<file path="src/rtl/core/bdm_pkg.sv">
// Shared types, constants and interpolation functions of the Bayer demosaic block.
package bdm_pkg;

  localparam int MaxQuadColumns = 2048;
  localparam int ColW           = $clog2(MaxQuadColumns);
  localparam int CfgW           = 12;
  localparam int RowW           = 16;
  localparam int SampleW        = 15;
  localparam int PixW           = 16;

  localparam logic [CfgW-1:0] MinWidth = CfgW'(3);
  localparam logic [CfgW-1:0] MaxWidth = CfgW'(MaxQuadColumns);

  // window offsets: minus one, centre, plus one
  localparam logic [1:0] OffM = 2'd0;
  localparam logic [1:0] OffZ = 2'd1;
  localparam logic [1:0] OffP = 2'd2;

  typedef struct packed {
    logic [SampleW-1:0] gr;
    logic [SampleW-1:0] r;
    logic [SampleW-1:0] b;
    logic [SampleW-1:0] gb;
  } quad_t;

  // line store entry: quad two rows up and quad one row up
  typedef struct packed {
    quad_t older;
    quad_t prior;
  } row_pair_t;

  // indexed [column][row]
  typedef quad_t [2:0][2:0] win_t;

  typedef struct packed {
    logic [PixW-1:0] red;
    logic [PixW-1:0] green;
    logic [PixW-1:0] blue;
  } pixel_t;

  // centred window handed from the front end to the interpolation stage
  typedef struct packed {
    logic            valid;
    logic [ColW-1:0] col;
    logic [RowW-1:0] row;
    win_t            win;
  } win_req_t;

  function automatic logic [SampleW-1:0] avg2(logic [SampleW-1:0] a, logic [SampleW-1:0] b);
    logic [SampleW:0] s;
    s = {1'b0, a} + {1'b0, b} + (SampleW+1)'(1);
    return s[SampleW:1];
  endfunction

  function automatic logic [SampleW-1:0] absd(logic [SampleW-1:0] a, logic [SampleW-1:0] b);
    return (a >= b) ? (a - b) : (b - a);
  endfunction

  function automatic logic [SampleW-1:0] green_at_red(win_t w, logic [1:0] ci, logic [1:0] rj);
    logic [SampleW-1:0] gv, gh, gvd, ghd;
    gv  = avg2(w[ci][rj - 2'd1].gb, w[ci][rj].gb);
    gvd = absd(w[ci][rj - 2'd1].gb, w[ci][rj].gb);
    gh  = avg2(w[ci + 2'd1][rj].gr, w[ci][rj].gr);
    ghd = absd(w[ci + 2'd1][rj].gr, w[ci][rj].gr);
    return (ghd < gvd) ? gh : gv;
  endfunction

  function automatic logic [SampleW-1:0] green_at_blue(win_t w, logic [1:0] ci, logic [1:0] rj);
    logic [SampleW-1:0] gv, gh, gvd, ghd;
    gv  = avg2(w[ci][rj + 2'd1].gr, w[ci][rj].gr);
    gvd = absd(w[ci][rj + 2'd1].gr, w[ci][rj].gr);
    gh  = avg2(w[ci - 2'd1][rj].gb, w[ci][rj].gb);
    ghd = absd(w[ci - 2'd1][rj].gb, w[ci][rj].gb);
    return (ghd < gvd) ? gh : gv;
  endfunction

  // green-corrected colour average, wrapping to the output width
  function automatic logic [PixW-1:0] corrected(logic [SampleW-1:0] g, logic [SampleW-1:0] ga,
                                                logic [SampleW-1:0] gb, logic [SampleW-1:0] ca,
                                                logic [SampleW-1:0] cb);
    return {1'b0, g} - {1'b0, avg2(ga, gb)} + {1'b0, avg2(ca, cb)};
  endfunction

endpackage

</file>
<file path="src/rtl/core/bdm_interp.sv">
// Edge-directed interpolation of the four pixels of the centred quad.
module bdm_interp (
  input  bdm_pkg::win_t            win_i,
  output bdm_pkg::pixel_t [3:0]    px_o
);

  localparam logic [1:0] M = bdm_pkg::OffM;
  localparam logic [1:0] Z = bdm_pkg::OffZ;
  localparam logic [1:0] P = bdm_pkg::OffP;

  logic [bdm_pkg::SampleW-1:0] gr0, gb0, gr_m0, gr_mp, gr_0p, gb_0m, gb_pm, gb_p0;
  logic [bdm_pkg::SampleW-1:0] g00, r00, b00, gbc, r_m0, r_mp, r_0p, b_0m, b_pm, b_p0;
  logic [bdm_pkg::PixW-1:0]    bp, bn, rp, rn;

  // green estimates around the centre
  assign gr0   = bdm_pkg::green_at_red(win_i, Z, Z);
  assign gb0   = bdm_pkg::green_at_blue(win_i, Z, Z);
  assign gr_m0 = bdm_pkg::green_at_red(win_i, M, Z);
  assign gr_mp = bdm_pkg::green_at_red(win_i, M, P);
  assign gr_0p = bdm_pkg::green_at_red(win_i, Z, P);
  assign gb_0m = bdm_pkg::green_at_blue(win_i, Z, M);
  assign gb_pm = bdm_pkg::green_at_blue(win_i, P, M);
  assign gb_p0 = bdm_pkg::green_at_blue(win_i, P, Z);

  assign g00  = win_i[Z][Z].gr;
  assign gbc  = win_i[Z][Z].gb;
  assign r00  = win_i[Z][Z].r;
  assign b00  = win_i[Z][Z].b;
  assign r_m0 = win_i[M][Z].r;
  assign r_mp = win_i[M][P].r;
  assign r_0p = win_i[Z][P].r;
  assign b_0m = win_i[Z][M].b;
  assign b_pm = win_i[P][M].b;
  assign b_p0 = win_i[P][Z].b;

  // diagonal candidates
  assign bp = bdm_pkg::corrected(gr0, gb0, gb_pm, b00, b_pm);
  assign bn = bdm_pkg::corrected(gr0, gb_p0, gb_0m, b_p0, b_0m);
  assign rp = bdm_pkg::corrected(gb0, gr0, gr_mp, r00, r_mp);
  assign rn = bdm_pkg::corrected(gb0, gr_m0, gr_0p, r_m0, r_0p);

  always_comb begin
    px_o[0].red   = bdm_pkg::corrected(g00, gr0, gr_m0, r_m0, r00);
    px_o[0].green = {1'b0, g00};
    px_o[0].blue  = bdm_pkg::corrected(g00, gb0, gb_0m, b00, b_0m);

    px_o[1].red   = {1'b0, r00};
    px_o[1].green = {1'b0, gr0};
    px_o[1].blue  = (bdm_pkg::absd(b00, b_pm) < bdm_pkg::absd(b_p0, b_0m)) ? bp : bn;

    px_o[2].red   = (bdm_pkg::absd(r00, r_mp) < bdm_pkg::absd(r_m0, r_0p)) ? rp : rn;
    px_o[2].green = {1'b0, gb0};
    px_o[2].blue  = {1'b0, b00};

    px_o[3].red   = bdm_pkg::corrected(gbc, gr0, gr_0p, r00, r_0p);
    px_o[3].green = {1'b0, gbc};
    px_o[3].blue  = bdm_pkg::corrected(gbc, gb0, gb_p0, b00, b_p0);
  end

endmodule

</file>
<file path="config.mk">
export PLATFORM = sky130hd
export DESIGN_NAME = bdm_interp
export DESIGN_NICKNAME = d
export VERILOG_FILES = /design/src/rtl/core/bdm_pkg.sv /design/src/rtl/core/bdm_interp.sv
export SDC_FILE = /design/constraint.sdc
export NUM_CORES = 2
export LEC_CHECK = 0
export BUFFER_PORTS_ARGS = -buffer_cell sky130_fd_sc_hd__buf_2
export CORE_UTILIZATION = 26
export DETAILED_ROUTE_END_ITERATION = 7
export PLACE_DENSITY_LB_ADDON = 0.1
export SYNTH_ARGS = -nofsm -noshare
export SYNTH_HDL_FRONTEND = slang
export SYNTH_SLANG_ARGS = --single-unit
</file>
<file path="constraint.sdc">
create_clock -name vclk -period 20.4
set_clock_uncertainty 0.15 [all_clocks]
set_input_delay 5.1 -clock vclk [all_inputs]
set_output_delay 5.1 -clock vclk [all_outputs]
set_load 0.02 [all_outputs]
</file>
==> results.md <==
* Final worst path period share at 0.980
* Core Util, Final at 0.322
* PortBufs at approximately 550
* Slowest library cell on the worst path: fa_1
* Dpl cells at between 10,000 and 15,000
* Drt first pass iters at 8
* Most frequent cells after synthesis: ha_1 (1,336), inv_1 (897), a21oi_1 (873), xnor2_1 (572), nor2_1 (561)
* Final Setup Violations at 0
* P&R area growth vs syn at 23.3%
* FMAX at 50.0 MHz
* Core Footprint at 0.220 mm^2
* Status: finished, final reports clean
* Final ANT Viol Nets at 0
* Top-count cell post-synth: ha_1
* Largest net degree at the start of global routing at 27
* Vias in the first global route at 59,500
* Slew HR at 0.363
* Setup CP Type: input port to output port
* Type of origin of the critical path: input port
* Register area share after synthesis at 0
* Gr usage total at 0.272
* Fraction of layout cells with a size suffix above 1 at 0.198
* Yosys warns at 0
* Clock period minus worst slack at about 20,000 ps
* Non-filler cells, final at between 10,000 and 15,000
* # clk buffers at 0
* Initial Util at 0.261
* Routed len/inst at between 20 and 30 um
* Yosys cell types at 95
* Worst EP required at 15,150 ps
* Post-synthesis xor/xnor area fraction at 0.114
* Die Height at 472 um
* Adder-cell area share of the yosys netlist at 0.352
* Hold Vio Cnt, Final at 0
* Top cells by area, synth: ha_1 (29%), xnor2_1 (8.7%), a21oi_1 (7.6%)
* Die width at ~470 um
* Iteration-0 DRC Markers at about 4,600
* HP Class: input port to output port
* HPWL after detailed placement at between 200,000 and 300,000 um
* Filler cell count at around 24,000
* Placed Area at 0.0697 mm^2
* Initial antenna violation count at 36
* Post-DR vias/cell at 5.12
* Fin Hold WS at 10,370 ps
* Post-synth top area share at 0.291
* Avg Inst Size Synth at 7.37 um^2
* Seq_cells at 0
* Max-capacitance violation count at 0
* Die area at 0.223 mm^2
* Critical Path Fanout Max at 9
* Worst-margin pin slew at 928 ps
* Cell mode on critical path: buf_4
* Global-route wire length before repair at between 400,000 and 500,000 um
* Residual DRC at 0
* Buf/Inv on CP at 10
* Layout net count at ~11,000
* Mux contribution to synthesized area at 0.0446
* Post-Syn Instances at 7,789
* Grt total ovfl at 0
* Crit path DAT at approximately 15,000 ps
* Row cnt at roughly 170
* Post-Layout Inst Area at around 0.071 mm^2
* Max-slew violations at 0
* Ports at 732
* Routability Congestion at around 0.97
* Routed WL at 315,000 um
* Vias at just over 60,000
* Largest family of logic cells by synthesized area: adder cells
* Post-Synth Simple-Gate Area at 0.125
* Compound-Gate Fraction of Synth Area at 0.278
* Delay-heaviest family, CP: compound AO/OA/AOI/OAI gates
* Post-Syn Area at 0.0574 mm^2
* Slowest stage delay, CP at 430 ps
* CP endpoint kind: output port
* Cell accounting for the most synthesized area: ha_1
* Register area at 0 um^2
## kinds of logic (layout without fill, tap and decap cells)
family | Yosys count | count (layout)
buffers and inverters | 1232 | 2462
multiplexers | 246 | 246
adder cells (fa/ha/maj) | 1516 | 1516
XOR/XNOR | 749 | 749
AO/OA/AOI/OAI | 2510 | 2510
AND/OR/NAND/NOR | 1535 | 1535
other | 1 | 19
## final timing paths
path / depth (start not counted) / slack [ps] / end / from
hold / removal: 2 / 10370 / px_o[88] / win_i[278]
setup / recovery: 49 / 410 / px_o[143] / win_i[288]
## stage by stage
step | TNS (ps) | setup WS [ps]
after floorplan | 0 | 872
after global placement | -614 | -144
after detailed placement | -632 | -160
after CTS | 0 | 8.49
after global routing | -148 | -52.6
final | 0 | 411
## layer usage
| metal | vias up | track usage | part of all wire |
|---|---|---|---|
| li1 | 29600 | - | - |
| met1 | 29400 | 0.376 | 0.47 |
| met3 | 241 | 0.0179 | 0.042 |
| met4 | 10 | 0.0653 | 0.032 |
| met5 | - | 0 | 0.00022 |
| met2 | 1682 | 0.454 | 0.45 |
## placed cells by master, fill, tap and decap left out, types with 71 or more instances in the layout
| cell type | instances |
|---|---|
| a21o_1 | 338 |
| a21oi_1 | 849 |
| buf_2 | 538 |
| buf_4 | 980 |
| fa_1 | 169 |
| ha_1 | 1330 |
| inv_1 | 891 |
| mux2i_1 | 189 |
| nand2_1 | 377 |
| nand2b_1 | 88 |
| nand3_1 | 96 |
| nor2_1 | 560 |
| nor2b_1 | 71 |
| nor3_1 | 107 |
| o21ai_0 | 356 |
| o21bai_1 | 301 |
| xnor2_1 | 564 |
| xor2_1 | 174 |
## area by class of cell
| type | instances | area, um^2 | area share |
|---|---|---|---|
| multi-input cells | 6562 | 53200 | 0.752 |
| inverters | 912 | 3450 | 0.0487 |
| diodes | 13 | 32.5 | 0.000460 |
| repair buffers | 1550 | 10500 | 0.148 |
| well taps | 2871 | 3590 | 0.0508 |
## repair_timing
item / CTS / global route
setup buffers: 0 / 30
resized for setup: 12 / 191
hold buffers: 0 / 0
endpoints found under the setup margin: 9 / 33
pin swaps: 3 / 34
